File: src/sprite_quad_setup_macros.svh
// ----------------------------------------------------------------------------
// Sprite quad setup assertion macros
// Concurrent check wrappers; empty when synthesising.
// ----------------------------------------------------------------------------
`ifndef SPRITE_QUAD_SETUP_MACROS_SVH
`define SPRITE_QUAD_SETUP_MACROS_SVH
`ifndef SYNTHESIS
`define SQS_ASSERT(lbl, ante, cons) \
  lbl: assert property (@(posedge clk) disable iff (!rst_n) (ante) |-> (cons)) \
    else $error("check failed");
`define SQS_ASSERT_NEXT(lbl, ante, cons) \
  lbl: assert property (@(posedge clk) disable iff (!rst_n) (ante) |=> (cons)) \
    else $error("check failed");
`else
`define SQS_ASSERT(lbl, ante, cons)
`define SQS_ASSERT_NEXT(lbl, ante, cons)
`endif
`endif

File: src/spq_pkg.sv
// ----------------------------------------------------------------------------
// Sprite quad setup package
// Shared constants, types and the sine table builder.
// ----------------------------------------------------------------------------
package spq_pkg;

  localparam int SINE_TABLE_BITS = 10;
  localparam int TAB_N           = 1 << SINE_TABLE_BITS;
  localparam int TAB_DEPTH       = TAB_N + 1;
  localparam int TAB_AW          = SINE_TABLE_BITS + 1;
  localparam int TAB_SH          = 14 - SINE_TABLE_BITS;
  localparam int DIV_STEPS_W     = 6;
  localparam int CFG_IDX_W       = 4;

  localparam logic [CFG_IDX_W-1:0] CFG_HALF_EXTENT    = 4'd0;
  localparam logic [CFG_IDX_W-1:0] CFG_TEX_U0         = 4'd1;
  localparam logic [CFG_IDX_W-1:0] CFG_TEX_V0         = 4'd2;
  localparam logic [CFG_IDX_W-1:0] CFG_TEX_DU         = 4'd3;
  localparam logic [CFG_IDX_W-1:0] CFG_TEX_DV         = 4'd4;
  localparam logic [CFG_IDX_W-1:0] CFG_GRID_COLUMNS   = 4'd5;
  localparam logic [CFG_IDX_W-1:0] CFG_GRID_ROWS      = 4'd6;
  localparam logic [CFG_IDX_W-1:0] CFG_FRAME_INTERVAL = 4'd7;

  localparam logic [1:0] CORNER_TL = 2'd0;
  localparam logic [1:0] CORNER_TR = 2'd1;
  localparam logic [1:0] CORNER_BR = 2'd2;
  localparam logic [1:0] CORNER_BL = 2'd3;

  typedef struct packed {
    logic [31:0] half_extent;
    logic [15:0] tex_u0;
    logic [15:0] tex_v0;
    logic [15:0] tex_du;
    logic [15:0] tex_dv;
    logic [7:0]  grid_columns;
    logic [7:0]  grid_rows;
    logic [15:0] frame_interval;
  } cfg_t;

  typedef struct packed {
    logic signed [32:0] oxa;
    logic signed [32:0] oya;
    logic signed [16:0] sin_v;
    logic signed [16:0] cos_v;
    logic signed [23:0] pos_x;
    logic signed [23:0] pos_y;
    logic [16:0]        u1;
    logic [16:0]        u2;
    logic [16:0]        v1;
    logic [16:0]        v2;
  } quad_t;

  typedef struct packed {
    logic                   start;
    logic [31:0]            dividend;
    logic [15:0]            divisor;
    logic [DIV_STEPS_W-1:0] steps;
  } div_req_t;

  typedef struct packed {
    logic        done;
    logic [31:0] quo;
    logic [15:0] rem;
  } div_rsp_t;

  typedef logic [15:0] sine_tab_t [TAB_DEPTH];

  function automatic longint unsigned udiv(input longint unsigned a,
                                           input longint unsigned b);
    longint unsigned q;
    longint unsigned rm;
    q  = '0;
    rm = '0;
    for (int i = 63; i >= 0; i--) begin
      rm = {rm[62:0], a[i]};
      if (rm >= b) begin
        rm   = rm - b;
        q[i] = 1'b1;
      end
    end
    return q;
  endfunction

  function automatic sine_tab_t build_sine();
    sine_tab_t         t;
    longint unsigned   x;
    longint unsigned   term;
    longint unsigned   r;
    longint            sum;
    for (int k = 0; k <= TAB_N; k++) begin
      x    = (64'd1686629713 * longint'(k)) >> SINE_TABLE_BITS;
      term = x;
      sum  = longint'(x);
      for (int n = 1; n <= 7; n++) begin
        term = (((term * x) >> 30) * x) >> 30;
        term = udiv(term, longint'((2 * n) * (2 * n + 1)));
        if (n[0]) sum = sum - longint'(term);
        else sum = sum + longint'(term);
      end
      if (sum < 0) sum = 0;
      r = (longint'(sum) + 64'd16384) >> 15;
      if (r > 64'd32768) r = 64'd32768;
      t[k] = r[15:0];
    end
    return t;
  endfunction

endpackage

File: src/spq_fifo.sv
// ----------------------------------------------------------------------------
// Sprite quad setup queue
// Two-entry queue between front and back ends.
// ----------------------------------------------------------------------------
module spq_fifo import spq_pkg::*; (
  input  logic  clk,
  input  logic  rst_n,
  input  logic  push,
  input  quad_t wdata,
  output logic  full,
  input  logic  pop,
  output logic  head_v,
  output quad_t head
);

  quad_t      mem_r [2];
  logic       wp_r, rp_r;
  logic [1:0] cnt_r;

  assign full   = cnt_r == 2'd2;
  assign head_v = cnt_r != 2'd0;
  assign head   = mem_r[rp_r];

  always_ff @(posedge clk) begin
    if (!rst_n) begin
      wp_r  <= 1'b0;
      rp_r  <= 1'b0;
      cnt_r <= '0;
    end else begin
      if (push) wp_r <= ~wp_r;
      if (pop) rp_r <= ~rp_r;
      cnt_r <= cnt_r + {1'b0, push} - {1'b0, pop};
    end
    if (push) mem_r[wp_r] <= wdata;
  end

endmodule

File: config.mk
export PLATFORM = sky130hd
export DESIGN_NAME = spq_fifo
export DESIGN_NICKNAME = d
export VERILOG_FILES = /design/src/sprite_quad_setup_macros.svh /design/src/spq_pkg.sv /design/src/spq_fifo.sv
export SDC_FILE = /design/constraint.sdc
export NUM_CORES = 1
export LEC_CHECK = 0
export ABC_AREA = 1
export BUFFER_PORTS_ARGS = -buffer_cell sky130_fd_sc_hd__buf_2
export CORE_MARGIN = 2
export CORE_UTILIZATION = 52
export CTS_CLUSTER_DIAMETER = 150
export DETAILED_ROUTE_END_ITERATION = 10
export PLACE_DENSITY = 0.79
export SLEW_MARGIN = 20
export SYNTH_ARGS = -nofsm -noshare
export SYNTH_HDL_FRONTEND = slang
export SYNTH_SLANG_ARGS = --single-unit
File: constraint.sdc
create_clock -name clk -period 14.9 [get_ports clk]
set_clock_uncertainty 0.2 [all_clocks]
set_input_delay 2.235 -clock clk [delete_from_list [all_inputs] [get_ports clk]]
set_output_delay 2.235 -clock clk [all_outputs]
set_load 0.1 [all_outputs]
==> flow_metrics.tcl <==
set metrics [dict create \
    timing.final.hold_violations 0 \
    min_from "rp_r" \
    overflow 0 \
    final_core_utilization_pct 66.1 \
    worst_path_dominant_cell_family "buffers and inverters" \
    synth_cell_type_count 12 \
    layout_common_cells "437 x buf_2, 432 x edfxtp_1, 140 x mux2_4" \
    tightestPinTransition_ps 1070 \
    critical_path.n_buffers_inverters 3 \
    htree_num_levels 2 \
    critPathCaptureType "output port" \
    synth_seq_area_share_pct 79.8 \
    critical_path.cell_chain "buf_4, buf_4, mux2_4, buf_2" \
    cts_resized 0 \
    place_hpwl_um 22700 \
    clock_path_buffers 3 \
    routabilityCongestion 0.766 \
    cts_tree "yes" \
    hold_path_class "reg2reg" \
    synth_area_per_cell_um2 23.2 \
    largest_net_degree_at_the_start_of_global_routing 87 \
    drtAntennaViolNets 0 \
    cts_hold_buffers 0 \
    global_route_wire_length_before_repair_um 49100 \
    timing_max_transition_violations_final 0 \
    die_w_um 181 \
    clock-root-buffer "clkbuf_16" \
    antenna_found_initial 9 \
    timing.critical_path.slowest_stage_cell "buf_4" \
    static-leakage-power_uw 0.00800 \
    run_status "finished, final reports clean" \
    rows 64 \
    peak_supply_drop_mv 0.130 \
    route.vias.total 8277 \
    viasPerCell 5.15 \
    final_net_count 1393 \
    mappedNetlistNets 927 \
    fin_crit_ps 6190 \
    drt_drc_violations_left 0 \
    max_fo_critical_path 60 \
    cp-start-kind "flip-flop" \
    layout.filler_cells 2082 \
    detail_route.iter0.violations 572 \
    die-area_um2 32900 \
    clk_latency_ps 520 \
    crit_path_arrival_time_ps 3760 \
    final_min_period_over_clock_period_pct 41.6 \
    wirelength_um 33300 \
    slew_headroom_pct 28.9 \
    rsz_0062_raised_after_global_routing "no" \
    max_cap_violations 0 \
    postSynthRegisterBits 437 \
    critical-path-max-stage-delay_ps 850 \
    worstSetupPathType "reg2out" \
    coreArea_um2 30800 \
    grt_pass1_vias 8587 \
    r2r_start "wp_r" \
    routed_wire_length_per_instance_um 20.8 \
    flow.area_growth_from_synthesis_pct 24.3 \
    globalRouteTotalUtil_pct 19.7 \
    setup-violations-final 0 \
    synth_area_um2 16400 \
    floorplan.initialDensity_pct 53.1 \
    die_h_um 181 \
    io_buffers 437 \
    critical_path.most_common_cell "buf_4" \
    critPathRequiredTime_ps 12470 \
    ios 438 \
    yosys_warnings 0 \
    power-per-cell-area_nw_per_um2 155 \
    cts_post_setup_buffers_inserted 0 \
    max_freq_mhz 161 \
    layout-drive-gt1-share_pct 60.3 \
    synthesis.instances 705 \
    finalSetupTns_ps 0 \
    clock_sink_count 437 \
    cts-buffers-inserted 43 \
    drt_pre_antenna_iters 5 \
    path_clk_slew_ps 60 \
    layout_commonest_cell "buf_2" \
]
per-stage QoR:
stage	cell area, um^2	setup slack, ps	hold WS [ps]	cells	power [uW]
floorplan	16400	2600	263	705	2020
global placement	18900	9180	277	1522	2100
detailed placement	18900	9100	314	1522	2110
CTS	20400	8530	330	1601	3190
global route	20400	8430	365	1606	3260
finish	20400	8710	319	1607	3170
flip-flops by register name (all words and copies together), names as in the netlist, named ones only:
name   flops
mem_r    432
wp_r       1
rp_r       1
cnt_r      2
worst register-to-register path: stages (launching register included):
cell and delay [ps]:
dfxtp_1 340, nor2_4 550, buf_4 840, buf_4 870
cells in the mapped netlist:
cell / number / area (um^2)
nor2_1: 8 / 30.0
dfxtp_1: 5 / 100
edfxtp_1: 432 / 13000
a21oi_1: 1 / 5.00
inv_1: 7 / 26.3
buf_6: 17 / 191
nand2_1: 9 / 33.8
mux2_2: 76 / 856
mux2_4: 140 / 2100
ha_1: 2 / 25.0
buf_2: 7 / 35.0
nand3_1: 1 / 5.00
kinds of logic after synthesis:
group                    share of synthesized area [%]
AO/OA/AOI/OAI                                   0.0305
buffers and inverters                             1.54
adder cells (fa/ha/maj)                          0.153
flip-flops                                        79.8
multiplexers                                      18.1
AND/OR/NAND/NOR                                  0.420
report_power, final:
| part | switching (uW) | internal [uW] |
|---|---|---|
| clock network | 430 | 653 |
| registers | 20.5 | 1430 |
| logic | 506 | 132 |
final timing paths:
check	cells after the start	slack, ps	to
max	4	8710	head[160]
min	2	320	rp_r
max reg2reg	3	11700	mem_r[0][196]
min reg2reg	2	320	rp_r
per-layer routing:
| layer | GRT usage [%] | wire length [um] | vias to the layer above |
|---|---|---|---|
| li1 | - | - | 3749 |
| met2 | 34.9 | 16900 | 385 |
| met4 | 6.47 | 864 | 6 |
| met1 | 22.8 | 12500 | 4078 |
| met3 | 6.30 | 2970 | 59 |
| met5 | 0 | 34 | - |
area by class of cell:
| class | count | area (um^2) | share of cell area (%) |
|---|---|---|---|
| diodes | 6 | 15.0 | 0.0737 |
| repair buffers | 445 | 2250 | 11.0 |
| well taps | 396 | 495 | 2.43 |
| clock inverters | 30 | 294 | 1.44 |
| clock buffers | 49 | 1140 | 5.60 |
| flip-flops and latches | 437 | 13100 | 64.2 |
| multi-input cells | 237 | 3060 | 15.0 |
| inverters | 7 | 33.8 | 0.166 |
Note: power is estimated with default switching activity, not from simulation.
